--- config.mk ---
export PLATFORM = sky130hd
export DESIGN_NAME = gusf_queue
export DESIGN_NICKNAME = d
export VERILOG_FILES = /design/src/hdl/gusf_pkg.sv /design/src/hdl/gusf_queue.sv
export SDC_FILE = /design/constraint.sdc
export NUM_CORES = 1
export LEC_CHECK = 0
export BUFFER_PORTS_ARGS = -buffer_cell sky130_fd_sc_hd__buf_4
export CELL_PAD_IN_SITES_DETAIL_PLACEMENT = 0
export CELL_PAD_IN_SITES_GLOBAL_PLACEMENT = 1
export CORE_AREA = 2 2 106 108
export DETAILED_ROUTE_END_ITERATION = 16
export DIE_AREA = 0 0 108 110
export GPL_ROUTABILITY_DRIVEN = 0
export GPL_TIMING_DRIVEN = 0
export PLACE_DENSITY = 0.76
export SLEW_MARGIN = 15
export SYNTH_ARGS = -nofsm -noshare
export SYNTH_HDL_FRONTEND = slang
export SYNTH_SLANG_ARGS = --single-unit
--- constraint.sdc ---
create_clock -name clk -period 5.1 [get_ports clk]
set_input_delay 0 -clock clk [delete_from_list [all_inputs] [get_ports clk]]
set_output_delay 0 -clock clk [all_outputs]
set_load 0.05 [all_outputs]
--- src/hdl/gusf_pkg.sv ---
// Shared types and constants for the grammar useless-symbol finder.
// Used by gusf_front, gusf_queue, gusf_back and the top level.
`timescale 1ns / 1ps
`default_nettype none

package gusf_pkg;

  localparam int SYM_W         = 26;  // width of a symbol mask
  localparam int SYM_IDX_W     = 5;   // width of a symbol index
  localparam int DEF_MAX_RULES = 256;
  localparam int DEF_NUM_SYMS  = 26;
  localparam int QUEUE_DEPTH   = 4;   // must be a power of two
  localparam int QPTR_W        = $clog2(QUEUE_DEPTH);
  localparam int QCNT_W        = $clog2(QUEUE_DEPTH + 1);
  localparam int TDATA_IN_W    = 32;
  localparam int TDATA_OUT_W   = 32;

  // Classified item passed from the front to the back.
  typedef struct packed {
    logic                 has_rule;  // rule to be stored
    logic                 is_end;    // grammar ends after this item
    logic [SYM_IDX_W-1:0] left;
    logic [SYM_W-1:0]     right;
  } gusf_cmd_t;

  // One stored production.
  typedef struct packed {
    logic [SYM_IDX_W-1:0] left;
    logic [SYM_W-1:0]     right;
  } gusf_rule_t;

  typedef enum logic [2:0] {
    S_LOAD,
    S_GEN,
    S_REACH,
    S_EMIT
  } gusf_state_t;

endpackage

`default_nettype wire

--- src/hdl/gusf_queue.sv ---
// Short command queue between the front and the back stage.
// Depends on gusf_pkg.
`timescale 1ns / 1ps
`default_nettype none

module gusf_queue (
  input  wire                  clk,
  input  wire                  rst_n,
  input  wire                  push_valid,
  output logic                 push_ready,
  input  gusf_pkg::gusf_cmd_t  push_cmd,
  output logic                 pop_valid,
  input  wire                  pop_ready,
  output gusf_pkg::gusf_cmd_t  pop_cmd
);
  import gusf_pkg::*;

  gusf_cmd_t         q_mem [QUEUE_DEPTH];
  logic [QPTR_W-1:0] wr_ptr_r, wr_ptr_nxt;
  logic [QPTR_W-1:0] rd_ptr_r, rd_ptr_nxt;
  logic [QCNT_W-1:0] cnt_r, cnt_nxt;
  logic              do_push, do_pop;

  assign push_ready = (cnt_r != QCNT_W'(QUEUE_DEPTH));
  assign pop_valid  = (cnt_r != '0);
  assign pop_cmd    = q_mem[rd_ptr_r];
  assign do_push    = push_valid && push_ready;
  assign do_pop     = pop_valid && pop_ready;

  always_comb begin
    wr_ptr_nxt = do_push ? wr_ptr_r + QPTR_W'(1) : wr_ptr_r;
    rd_ptr_nxt = do_pop ? rd_ptr_r + QPTR_W'(1) : rd_ptr_r;
    cnt_nxt    = cnt_r + QCNT_W'(do_push) - QCNT_W'(do_pop);
  end

  always_ff @(posedge clk) begin
    if (!rst_n) begin
      wr_ptr_r <= '0;
      rd_ptr_r <= '0;
      cnt_r    <= '0;
    end else begin
      wr_ptr_r <= wr_ptr_nxt;
      rd_ptr_r <= rd_ptr_nxt;
      cnt_r    <= cnt_nxt;
    end
  end

  always_ff @(posedge clk) begin
    if (do_push) begin
      q_mem[wr_ptr_r] <= push_cmd;
    end
  end

endmodule

`default_nettype wire

# Word level (Yosys, flattened, before mapping)

Memory sizes are Yosys's and may differ from the RTL's. A register that Yosys moved wholly into a read port is not among the register bits.
Index checks and enable logic that the tools add are counted.

Register bits: 7
Memory bits (writable): 132
Output and inout port bits: 35
Word-level logic and storage cells: 16
Memories kept: 1

Memory list:

| memory | depth | bits a word | read ports | clocked after memory_dff | wr ports | line             | text |
|---|---|---|---|---|---|---|---|
| q_mem  | 4     | 33          | 1          | 1                        | 1        | gusf_queue.sv:18 | `gusf_cmd_t q_mem [QUEUE_DEPTH];` |

Add/sub/neg operators: 4
Eq/ne operators: 1
Multiplexer cells: 4
Reductions and logical operators: 3

Operator list:

| kind                                                          | number |
|---|---|
| 2-bit by 1-bit adder with 2-bit output, second input constant | 2 |
| 2-bit two-way mux                                             | 2 |
| 3-bit by 1-bit adder with 3-bit output                        | 1 |
| 3-bit inequality test, second input constant                  | 1 |
| 3-bit nonzero test                                            | 1 |
| 3-bit by 1-bit subtractor with 3-bit output                   | 1 |
| 1-bit logical AND                                             | 2 |
| 1-bit two-way mux                                             | 2 |

# Longest topological paths before layout

Depth after elaboration: 4
Mapped depth: 11
Gate-level depth less buffers: 11

# Least setup slack after synthesis

OpenSTA, ideal clock, no wires.

Path type: flip-flop to flip-flop
Start point: register cnt_r[1]
End point: register cnt_r[2]
Arrival time: 2.082 ns
Data required time: 4.985 ns
Path slack: 2.903 ns
Stages on the path, launching flop included: 12
Path buffers: 0
Period minus slack after synthesis: 2.197 ns
Path through: dfxtp_1 > nor2_1 > a21boi_2 > inv_1 > ha_1 > inv_1 > ha_1 > inv_1 > fa_1 > xnor2_1 > xnor2_1 > and2_1

Word-level cells in the longest chain between the ends: 4
Elaborated cells on any way between the ends: 6
Those cells by class: 2 x add/sub; 1 x eq/ne; 3 x reduce/logical

Ends and longest elaborated chain:

| element                                         | line             | text |
|---|---|---|
| start: declaration                              | gusf_queue.sv:21 | `logic [QCNT_W-1:0] cnt_r, cnt_nxt;` |
| start signal: assignment                        | gusf_queue.sv:44 | `cnt_r <= cnt_nxt;` |
| 3-bit inequality test                           | gusf_queue.sv:24 | `assign push_ready = (cnt_r != QCNT_W'(QUEUE_DEPTH));` |
| 1-bit logical AND                               | gusf_queue.sv:27 | `assign do_push = push_valid && push_ready;` |
| 3-bit by 1-bit adder with 3-bit output          | gusf_queue.sv:33 | `cnt_nxt = cnt_r + QCNT_W'(do_push) - QCNT_W'(do_pop);` |
| 3-bit by 1-bit subtractor with 3-bit output (*) | gusf_queue.sv:33 |  |

Mark *: on every way between the ends. The rest lies on a longest branch, timed or not.
A chain may end at the register's enable or synchronous reset.

# Worst setup path after layout

Ends and elaborated chain as after synthesis.

==> flow_metrics.tcl <==
set metrics [dict create \
    yosys_register_bits 141 \
    post_cts_buffers 0 \
    htreeDepth 4 \
    nets 395 \
    min_period_over_period 0.468 \
    clkSinkCount 141 \
    leakagePower_nw 2.50 \
    antenna_found_initial 0 \
    hpwlAfterDp_mm 5.34 \
    synth_cell_types 21 \
    syn_nets 265 \
    hp-class "input port to flop" \
    viasPerCell 5.05 \
    path_class "flop to flop" \
    maxCapViolCount 0 \
    p_total_mw 3.98 \
    ant_nets 0 \
    setup_tns_ns 0 \
    yosysSeqAreaShare 0.785 \
    grt.met2_usage 0.279 \
    fin_crit_ns 2.39 \
    drtPass1Iterations 4 \
    slowest_delay_ns 0.46 \
    met3_usage 0.0511 \
    clkTransAtPathRegs_ns 0.06 \
    cp_common_cell "inv_1" \
    most-common-layout-cells "edfxtp_1 (132), buf_4 (70), dlygate4sd3_1 (37), mux4_2 (30), clkbuf_16 (16)" \
    clockBufferDepth 2 \
    endpoint_kind "flop" \
    drv_slew 0 \
    met1_usage 0.201 \
    ios 72 \
    portBuffers 70 \
    worstPathArrival_ns 2.78 \
    synthesis.area_mm2 0.00528 \
    start_kind "flop" \
    gr-total-overflow 0 \
    whs_ns 0.238 \
    dieArea_mm2 0.0119 \
    power_density_mw_per_mm2 561 \
    synth_area_per_cell_um2 23.9 \
    dpl_cell_area_mm2 0.00609 \
    num_antenna_cells 0 \
    vias 2546 \
    fin_worst_skew_ns 0.0118 \
    setup_viol 0 \
    grt_max_degree 29 \
    drc 0 \
    insertion_delay_ns 0.50 \
    peakVddDrop_mv 0.294 \
    die_y_um 110 \
    synth.top_cell.area_share 0.751 \
    first_global_vias 2693 \
    relSlewSlack 0.664 \
    fp-row-count 38 \
    syn_inst 221 \
    drive_above_1_share 0.401 \
    cp_cell_sequence "nor2_1 -> a21boi_2 -> inv_1 -> ha_1 -> inv_1 -> ha_1 -> inv_1 -> fa_1 -> xnor2_1 -> xnor2_1 -> and2_1" \
    grt.busiest_layer "met2" \
    design_area_mm2 0.00709 \
    crit_fanout 7 \
    hold_viol 0 \
    grtUsageTotal 0.163 \
    cts_tree "done" \
    wire_per_inst_um 17.5 \
    max_clock_freq_mhz 419 \
    synth_warnings 0 \
    synthTopCellsByArea "edfxtp_1 (75%), mux4_2 (13%), dfxtp_1 (3.4%)" \
    die_x_um 108 \
    wirelength_mm 8.80 \
    worstMarginPinSlew_ns 0.504 \
    rsz0062_at_grt "false" \
    final_core_util 0.663 \
    yosys.area.top_type "edfxtp_1" \
    cts_buffers 17 \
    core_mm2 0.0107 \
    layout-area-overhead-vs-synth_pct 34.3 \
    root_buffer "clkbuf_8" \
    grt_pass1_wl_mm 13.8 \
    start_util 0.494 \
    status "finished, final reports clean" \
    dr.first_iter.drc_count 127 \
    crit_required_ns 5.49 \
    mostFrequentLayoutCell "edfxtp_1" \
    critPathSlowestCell "dfxtp_1" \
]
[registers in the layout (all words and copies together), names as in the netlist, named ones only]
| name | flops |
|---|---|
| q_mem | 132 |
| cnt_r | 3 |
| rd_ptr_r | 2 |
| wr_ptr_r | 2 |
[worst paths after layout]
check,start,endpoint,slack (ns),cells after the start
setup / recovery,cnt_r[1],cnt_r[2],2.71,11
hold / removal,push_cmd[7],q_mem[0][7],0.24,2
setup reg to reg,cnt_r[1],cnt_r[2],2.71,11
hold reg to reg,wr_ptr_r[1],wr_ptr_r[1],0.50,2
[cells by family after synthesis]
| group | Yosys count | share of synthesized area |
|---|---|---|
| DFF | 141 | 0.785 |
| muxes | 35 | 0.147 |
| and+or+nand+nor | 17 | 0.0173 |
| buffers and inverters | 14 | 0.0213 |
| adders and majority gates | 7 | 0.0180 |
| xor gates and xnor gates | 4 | 0.00663 |
| AOI/OAI and AO/OA | 3 | 0.00545 |
[metal layers]
metal  wire length [um]  vias up
li1                   -     1176
met1               3780     1283
met2               4500       82
met3                469        5
met4                 53        0
met5                  0        -
[synth_stat cells]
cell type	count
edfxtp_1	132
mux4_2	30
dfxtp_1	9
and2_1	7
ha_1	6
inv_1	5
nand2_1	5
xnor2_1	4
buf_12	3
buf_2	3
mux4_1	3
nor2b_1	3
clkbuf_1	2
mux2i_1	2
a21boi_2	1
buf_6	1
fa_1	1
nor2_1	1
o311ai_1	1
o31a_1	1
or3_1	1
[repair_timing]
action	CTS	global route
hold endpoints to repair	141	0
gates resized for setup	0	0
hold buffers	37	0
[critical path, delay by kind of cell, from the launching register on]
kind                     cells  cell delay (ns)
AND/OR/NAND/NOR              2             0.27
adder cells (fa/ha/maj)      3             0.80
XOR/XNOR                     2             0.27
AO/OA/AOI/OAI                1             0.30
flip-flops                   1             0.46
buffers and inverters        3             0.18
[per-stage QoR]
stage | worst slack (ns) | std cells
global placement | 2.32 | 431
finish | 2.71 | 504
floorplan | 2.90 | 221
detailed placement | 2.69 | 435
global route | 2.48 | 504
CTS | 2.68 | 504
[report_power, final]
part / leakage [nW] / total (mW) / internal (mW) / switching (mW)
sequential: 1.28 / 1.45 / 1.41 / 0.0423
combinational: 0.907 / 1.23 / 0.487 / 0.745
clock: 0.311 / 1.30 / 0.848 / 0.453
total: 2.50 / 3.98 / 2.74 / 1.24
[final cells by class]
type / count / area [um2]
buffer: 9 / 93.8
clock buffer: 19 / 422
clock inverter: 13 / 209
fill: 687 / 3610
inverter: 5 / 18.8
multi-input combinational: 66 / 1030
sequential: 141 / 4140
tap: 140 / 175
timing repair buffer: 111 / 998
Power figures use the tool's default switching activity.
