[src/hdl/gusf_pkg.sv]
// Shared types and constants for the grammar useless-symbol finder.
// Used by gusf_front, gusf_queue, gusf_back and the top level.
`timescale 1ns / 1ps
`default_nettype none

package gusf_pkg;

  localparam int SYM_W         = 26;  // width of a symbol mask
  localparam int SYM_IDX_W     = 5;   // width of a symbol index
  localparam int DEF_MAX_RULES = 256;
  localparam int DEF_NUM_SYMS  = 26;
  localparam int QUEUE_DEPTH   = 4;   // must be a power of two
  localparam int QPTR_W        = $clog2(QUEUE_DEPTH);
  localparam int QCNT_W        = $clog2(QUEUE_DEPTH + 1);
  localparam int TDATA_IN_W    = 32;
  localparam int TDATA_OUT_W   = 32;

  // Classified item passed from the front to the back.
  typedef struct packed {
    logic                 has_rule;  // rule to be stored
    logic                 is_end;    // grammar ends after this item
    logic [SYM_IDX_W-1:0] left;
    logic [SYM_W-1:0]     right;
  } gusf_cmd_t;

  // One stored production.
  typedef struct packed {
    logic [SYM_IDX_W-1:0] left;
    logic [SYM_W-1:0]     right;
  } gusf_rule_t;

  typedef enum logic [2:0] {
    S_LOAD,
    S_GEN,
    S_REACH,
    S_EMIT
  } gusf_state_t;

endpackage

`default_nettype wire

[src/hdl/gusf_front.sv]
// Front stage: accepts input items, classifies them and holds one command
// for the queue. Depends on gusf_pkg.
`timescale 1ns / 1ps
`default_nettype none

module gusf_front #(
  parameter int NUM_SYMBOLS = gusf_pkg::DEF_NUM_SYMS
) (
  input  wire                               clk,
  input  wire                               rst_n,
  input  wire                               in_valid,
  output logic                              in_ready,
  input  wire                               rule_valid,
  input  wire  [gusf_pkg::SYM_IDX_W-1:0]    left_symbol,
  input  wire  [gusf_pkg::SYM_W-1:0]        right_mask,
  input  wire                               last_rule,
  output logic                              push_valid,
  input  wire                               push_ready,
  output gusf_pkg::gusf_cmd_t               push_cmd
);
  import gusf_pkg::*;

  localparam logic [SYM_W-1:0] SymMask = SYM_W'((64'd1 << NUM_SYMBOLS) - 64'd1);

  logic      cmd_vld_r, cmd_vld_nxt;
  gusf_cmd_t cmd_r, cmd_nxt;
  logic      accept;

  assign in_ready   = !cmd_vld_r || push_ready;
  assign accept     = in_valid && in_ready;
  assign push_valid = cmd_vld_r;
  assign push_cmd   = cmd_r;

  always_comb begin
    cmd_nxt          = cmd_r;
    cmd_vld_nxt      = cmd_vld_r && !push_ready;
    if (accept) begin
      // A rule with an out-of-range left side is dropped but may still end
      // the grammar; an item that does neither is not queued at all.
      cmd_nxt.has_rule = rule_valid && (left_symbol < SYM_IDX_W'(NUM_SYMBOLS));
      cmd_nxt.is_end   = !rule_valid || last_rule;
      cmd_nxt.left     = left_symbol;
      cmd_nxt.right    = right_mask & SymMask;
      cmd_vld_nxt      = cmd_nxt.has_rule || cmd_nxt.is_end;
    end
  end

  always_ff @(posedge clk) begin
    if (!rst_n) begin
      cmd_vld_r <= 1'b0;
    end else begin
      cmd_vld_r <= cmd_vld_nxt;
    end
  end

  always_ff @(posedge clk) begin
    cmd_r <= cmd_nxt;
  end

endmodule

`default_nettype wire

[config.mk]
export PLATFORM = sky130hd
export DESIGN_NAME = gusf_front
export DESIGN_NICKNAME = d
export VERILOG_FILES = /design/src/hdl/gusf_pkg.sv /design/src/hdl/gusf_front.sv
export SDC_FILE = /design/constraint.sdc
export NUM_CORES = 1
export LEC_CHECK = 0
export ABC_AREA = 1
export BUFFER_PORTS_ARGS = -buffer_cell sky130_fd_sc_hd__buf_2
export CAP_MARGIN = 40
export CORE_MARGIN = 4
export CORE_UTILIZATION = 38
export DETAILED_ROUTE_END_ITERATION = 10
export PLACE_DENSITY_LB_ADDON = 0.25
export SLEW_MARGIN = 10
export SYNTH_ARGS = -nofsm -noshare
export SYNTH_HDL_FRONTEND = slang
export SYNTH_SLANG_ARGS = --single-unit
[constraint.sdc]
create_clock -name clk -period 7.9 [get_ports clk]
set_clock_uncertainty 0.15 [all_clocks]
set_input_delay 1.185 -clock clk [delete_from_list [all_inputs] [get_ports clk]]
set_output_delay 1.185 -clock clk [all_outputs]
set_load 0.01 [all_outputs]
== Word level (Yosys, flattened, before mapping) ==
Index checks and enable logic that the tools add are counted.

* Magnitude comparators: 1
* Muxes and demuxes: 1
* Reductions and logical operators: 9

{| class="wikitable"
|+ Operators with widths
! cell !! count
|-
| $lt A5 B5 Y1 const B || 1
|-
| $logic_and A1 B1 Y1 || 3
|-
| $logic_not A1 Y1 || 3
|-
| $logic_or A1 B1 Y1 || 3
|-
| $mux W1 || 1
|}

* Register bits: 34
* Input port bits: 37
* Output and inout port bits: 35
* Logic and storage cells: 16

== Logic depth before layout (Yosys ltp) ==
Gate-level depths: netlist of run 1.

* Word-level depth: 4
* Gate-level depth with buffers: 5
* Depth with buffers taken out: 5

== Worst setup path after synthesis of run 1 ==
Ideal clock, no wire load.

* Path kind: input to register
* Start: in in_valid
* End: reg cmd_r, in the netlist push_cmd[0], enable pin
* Setup time: 0.432 ns
* Arrival time: 2.809 ns
* Data required time: 7.318 ns
* Slack: 4.509 ns
* Stages on the path: 1
* Path buffers: 0
* Cells stage by stage: a21boi_1

* Longest elaborated chain between the ends: 1

{| class="wikitable"
|+ Ends and longest elaborated chain
! item !! line !! RTL
|-
| from (decl) || gusf_front.sv:11 || <nowiki>input wire in_valid,</nowiki>
|-
| $logic_and A1 B1 Y1 || gusf_front.sv:30 || <nowiki>assign accept = in_valid && in_ready;</nowiki>
|-
| to (signal assigned) || gusf_front.sv:57 || <nowiki>cmd_r <= cmd_nxt;</nowiki>
|-
| to (decl) || gusf_front.sv:26 || <nowiki>gusf_cmd_t cmd_r, cmd_nxt;</nowiki>
|}

Every way passes these cells.
A chain may end at the register's enable or synchronous reset.

== Worst setup path after layout of run 1 ==
* Start: in push_ready
* End: out in_ready

* Longest elaborated chain between the ends: 1

{| class="wikitable"
|+ Ends and longest elaborated chain
! item !! line !! RTL
|-
| from (decl) || gusf_front.sv:18 || <nowiki>input wire push_ready,</nowiki>
|-
| $logic_or A1 B1 Y1 || gusf_front.sv:29 || <nowiki>assign in_ready = !cmd_vld_r || push_ready;</nowiki>
|-
| to (decl) || gusf_front.sv:12 || <nowiki>output logic in_ready,</nowiki>
|}

Every way passes these cells.

==> results.tsv, run 1 <==
metric	value	unit
dr.pass1.iters	2	
initialDrtViolationCount	4	
synth.distinct_cells	12	
syn_area_per_cell	21.9	sq um
synth_seq_cells	34	
min_path_type	flop to flop	
drt-total-wl	2060	microns
syn2layout_area_growth	44.0	%
slew_headroom	0.595	
port-buffer-count	71	
postSynthCellCount	50	
rsz0062_at_grt	false	
slew_viol_final	0	
critPathMaxFanout	2	
power	332	uW
vias_per_cell	4.40	
final_common_cell	buf_2	
place_inst	153	
worstPathArrival	1.61	ns
crit_required	6.57	ns
ys_seq_area_frac	0.921	
gp_congestion	0.661	
crit_chain	buf_2 -> inv_1 -> nand2_1 -> buf_2	
p_per_area	210	nW/um^2
root_buffer	clkbuf_4	
insertion_delay	0.32	ns
ir_drop	0.154	mV
h-tree-depth	2	
numCtsBuffers	5	
cp_num_buf_inv	3	
final_util	0.573	
drive_above_1_share	0.669	
grt_pass1_wl	2790	microns
die_area	3810	sq um
period_minus_slack	2.95	ns
nNetsFinal	166	
n_antenna_cell	0	
yosysTopAreaCellShare	0.903	
die_h	61.7	microns
outcome	finished, final reports clean	
antenna_left	0	
coreArea	2760	sq um
whs	0.407	ns
final_cells	161	
p_sw_frac	0.218	
numClockSinks	34	
clock_path_buffers	2	
crit_path_end_kind	output pin	
synth.net_count	87	
p_clk_frac	0.256	
worstMarginPinSlew	0.606	ns
die_x	61.7	microns
routedWlPerCell	12.8	microns
drv_cap	0	
cts_tree	done	
grt_pass1_vias	660	
crit_top_cell	buf_2	
path_class	primary input to output pin	
antenna_found_initial	0	
cts-resized-gates	0	
leakage	0.000703	uW
setup_tns	0	ns
synth_top_area_cell	edfxtp_1	
most-common-layout-cells	buf_2, edfxtp_1, clkbuf_4, inv_1, nand2_2	
cp-start-kind	primary input	
syn_area	1100	sq um
yosysWarnings	0	
rows	19	
combPwrFrac	0.104	
globalRouteTotalUtil	0.109	
min_period_over_period	0.373	
route.detailed.drc	0	
clkTransAtPathRegs	0.09	ns
hold_buffers	0	
grt_max_degree	19	
via_count	709	
p_switching	72.5	uW
grt-ovfl-total	0	
fmax	339	MHz
start_util	0.398	
crit_path_top_delay_cell	buf_2	
io-pin-count	72	
cts_setup_buffers	0	
yosys-top-cells-area	edfxtp_1, dfxtp_1, nand2_2, inv_1, nand3_2	
power_frac_seq	0.640	
internal_power	260	uW
critPathTopFamily	buffers and inverters	
finalHoldViolCount	0	
setup_viol	0	
critical-path-max-stage-delay	0.15	ns
power by group through the flow:
stage | Clock (uW) | Sequential [uW] | Combinational, uW
finish | 85.1 | 213 | 34.6
detailed placement | 0 | 217 | 35.4
global route | 98.6 | 214 | 38.5
CTS | 90.8 | 213 | 35.5
global placement | 0 | 217 | 32.1
floorplan | 0 | 224 | 6.07
cells in the mapped netlist:
cell type / number
clkinv_1: 1
nor2_2: 1
a21oi_1: 1
dfxtp_1: 1
nand2_1: 1
a21oi_2: 1
nand3_2: 1
edfxtp_1: 33
inv_1: 4
a21boi_1: 1
nand2_2: 3
inv_2: 2
path summary, 6_finish.rpt:
path	to	slack [ns]	startpoint	cells past startpoint
setup reg to reg	push_cmd[29]	6.36	push_valid	2
hold reg to reg	push_valid	0.41	push_valid	2
hold / removal	push_valid	0.41	push_valid	2
setup / recovery	in_ready	4.95	push_ready	4
tightest hold or removal path, stage by stage (launching register included):
cell and delay (ns):
dfxtp_1 0.36, nand2_1 0.11, a21oi_2 0.06
area by class of cell:
cell class	instances	area [sq um]
multi-input combinational	9	71.3
tap	31	38.8
clock buffer	6	41.3
sequential	34	1010
clock inverter	2	8.76
timing repair buffer	72	383
fill	244	1180
inverter	7	26.3
stage by stage:
step / cell area, sq um / worst slack (ns)
floorplan: 1100 / 4.51
global placement: 1500 / 4.97
detailed placement: 1530 / 4.95
CTS: 1580 / 4.95
global route: 1580 / 4.91
finish: 1580 / 4.95
metal layers:
| metal | wire, microns | track usage | vias to the layer above |
|---|---|---|---|
| li1 | - | - | 343 |
| met1 | 682 | 0.104 | 305 |
| met2 | 949 | 0.169 | 55 |
| met3 | 396 | 0.0847 | 6 |
| met4 | 36 | 0.0545 | 0 |
| met5 | 0 | 0 | - |
kinds of logic after synthesis:
kind of cell	Yosys count	synth area share
DFF	34	0.921
AOI/OAI and AO/OA	3	0.0194
buffers and inverters	7	0.0239
and+or+nand+nor	6	0.0354
registers in the layout (all words and copies together), names as in the netlist:
| signal | flops |
|---|---|
| push_valid | 1 |
| push_cmd | 33 |
Power figures use the tool's default switching activity.
==> run 2: changes to the inputs <==
clock period = 2.85 ns   (was 7.9 ns; I/O delays follow)
==> run 2 against run 1 <==
Against the previous run:
- flip-flop and latch count stayed put
- critical path depth down 2
- sequential power rose to 2.8 times the previous value
- core utilization down 0.91 points
- setup slack lost 3.7 ns
- sequential share of layout area is 1.0 points higher
- critical path type is now flop to output pin
- largest cell class unchanged
- highest routed layer unchanged
==> results.tsv, run 2 (same netlist as run 1, synthesis figures left out) <==
metric	value	unit	change
cts_tree	done		
numCtsBuffers	5		unchanged
antenna_found_initial	0		unchanged
antenna_left	0		unchanged
ff2ff_path_depth	2		unchanged
finish.instance_area	1560	sq um	-1.6%
outcome	finished, final reports clean		
hold_depth	1		-1
rows	19		unchanged
final_util	0.564		-0.00907
slew_headroom	0.730		+0.135
drive_above_1_share	0.667		-0.00256
final_common_cell	buf_2		
p_per_area	581	nW/um^2	+180%
die_x	61.7	microns	unchanged
setup_viol	0		unchanged
place_inst	153		unchanged
grt-ovfl-total	0		unchanged
ir_drop	0.405	mV	+160%
gp_congestion	0.663		+0.21%
grt_pass1_wl	2570	microns	-8.2%
critPathMaxFanout	3		+1
cp_num_buf_inv	1		-2
die_h	61.7	microns	unchanged
initialDrtViolationCount	10		+6
crit_required	2.27	ns	-4.30 ns
syn2layout_area_growth	41.7	%	
grt_max_degree	34		+15
coreArea	2760	sq um	unchanged
start_util	0.398		unchanged
dr.pass1.iters	2		unchanged
n_antenna_cell	0		unchanged
leakage	0.000691	uW	-1.7%
place_area	1510	sq um	-1.3%
globalRouteTotalUtil	0.101		-0.00790
io-pin-count	72		unchanged
hold_buffers	0		unchanged
timing.rr.end	push_cmd[5]		
finalHoldViolCount	0		unchanged
rsz0062_at_grt	false		
port-buffer-count	71		unchanged
clkTransAtPathRegs	0.09	ns	about the same
cp-start-kind	flop		
hpwl	1470	microns	
slew_viol_final	0		unchanged
vias_per_cell	4.34		-1.4%
grt_pass1_vias	606		-8.2%
insertion_delay	0.31	ns	about the same
whs	0.132	ns	-0.275 ns
crit_path_top_delay_cell	dfxtp_1		
route.detailed.drc	0		unchanged
drv_cap	0		unchanged
final_cells	160		-0.62%
largest_register_ffs	33		unchanged
worstMarginPinSlew	0.405	ns	-0.200 ns
numClockSinks	34		unchanged
cts_setup_buffers	0		unchanged
routedWlPerCell	12.3	microns	-4.2%
drt-total-wl	1970	microns	-4.7%
die_area	3810	sq um	unchanged
nNetsFinal	166		unchanged
h-tree-depth	2		unchanged
critical-path-max-stage-delay	0.40	ns	+0.25 ns
holdPathEnd	push_cmd[24]		
critPathTopFamily	flip-flops		
clock_path_buffers	2		unchanged
holdCritStartpoint	right_mask[24]		
crit_path_end_kind	output pin		
period_minus_slack	1.55	ns	
setup_tns	0	ns	unchanged
root_buffer	clkbuf_4		
worstPathArrival	0.97	ns	-0.64 ns
fmax	645	MHz	
cts-resized-gates	0		unchanged
min_path_type	primary input to flop		
most-common-layout-cells	buf_2, edfxtp_1, clkbuf_4, inv_1, nand2_2		
rrSetupSlack	1.48	ns	-4.88 ns
min_period_over_period	0.544		
path_class	flop to output pin		
r2r-start	push_valid		
via_count	695		-2.0%
crit_chain	nand2_1 -> buf_2		
-- run 2: layout make-up --
cell class | instances | area, sq um
well taps | 31 | 38.8
repair buffers | 72 | 363
clock buffers | 7 | 45.0
multi-input cells | 9 | 71.3
inverters | 7 | 26.3
flip-flops and latches | 34 | 1010
fillers | 239 | 1200
-- run 2: per-layer routing --
layer,vias up,global-route usage,part of all wire
li1,338,-,-
met1,301,0.0935,0.35
met2,54,0.157,0.45
met3,2,0.0868,0.20
met4,0,0.0455,0.0051
met5,-,0,0
-- run 2: worst reg2reg max path: stages, from the launching register on --
cell and delay (ns):
dfxtp_1 0.35, a21boi_4 0.14, buf_4 0.37
-- run 2: where the power goes --
part	total [uW]	switching, uW	leakage, uW	internal (uW)
Sequential	589	6.45	0.000327	583
Combinational	90.6	49.2	0.000339	41.4
Clock	225	132	0.0000254	92.9
Total	904	187	0.000691	717
-- run 2: metrics by stage --
| step | setup WS, ns | total power, uW |
|---|---|---|
| 2_1_floorplan | 0.216 | 636 |
| 3_3_place_gp | 1.30 | 691 |
| 3_5_place_dp | 1.26 | 694 |
| 4_1_cts | 1.27 | 919 |
| 5_1_grt | 1.21 | 952 |
| 6_report | 1.30 | 904 |
-- run 2: how the worst max path moves through the flow --
stage	slack (ns)	startpoint	depth (start not counted)	end
final	1.30	push_valid	2	in_ready
after global placement	1.30	push_ready	4	push_cmd[12]
after CTS	1.27	push_valid	2	in_ready
after floorplan	0.22	in_valid	1	push_cmd[0]
after global routing	1.21	push_valid	2	in_ready
after detailed placement	1.26	push_ready	4	push_cmd[12]
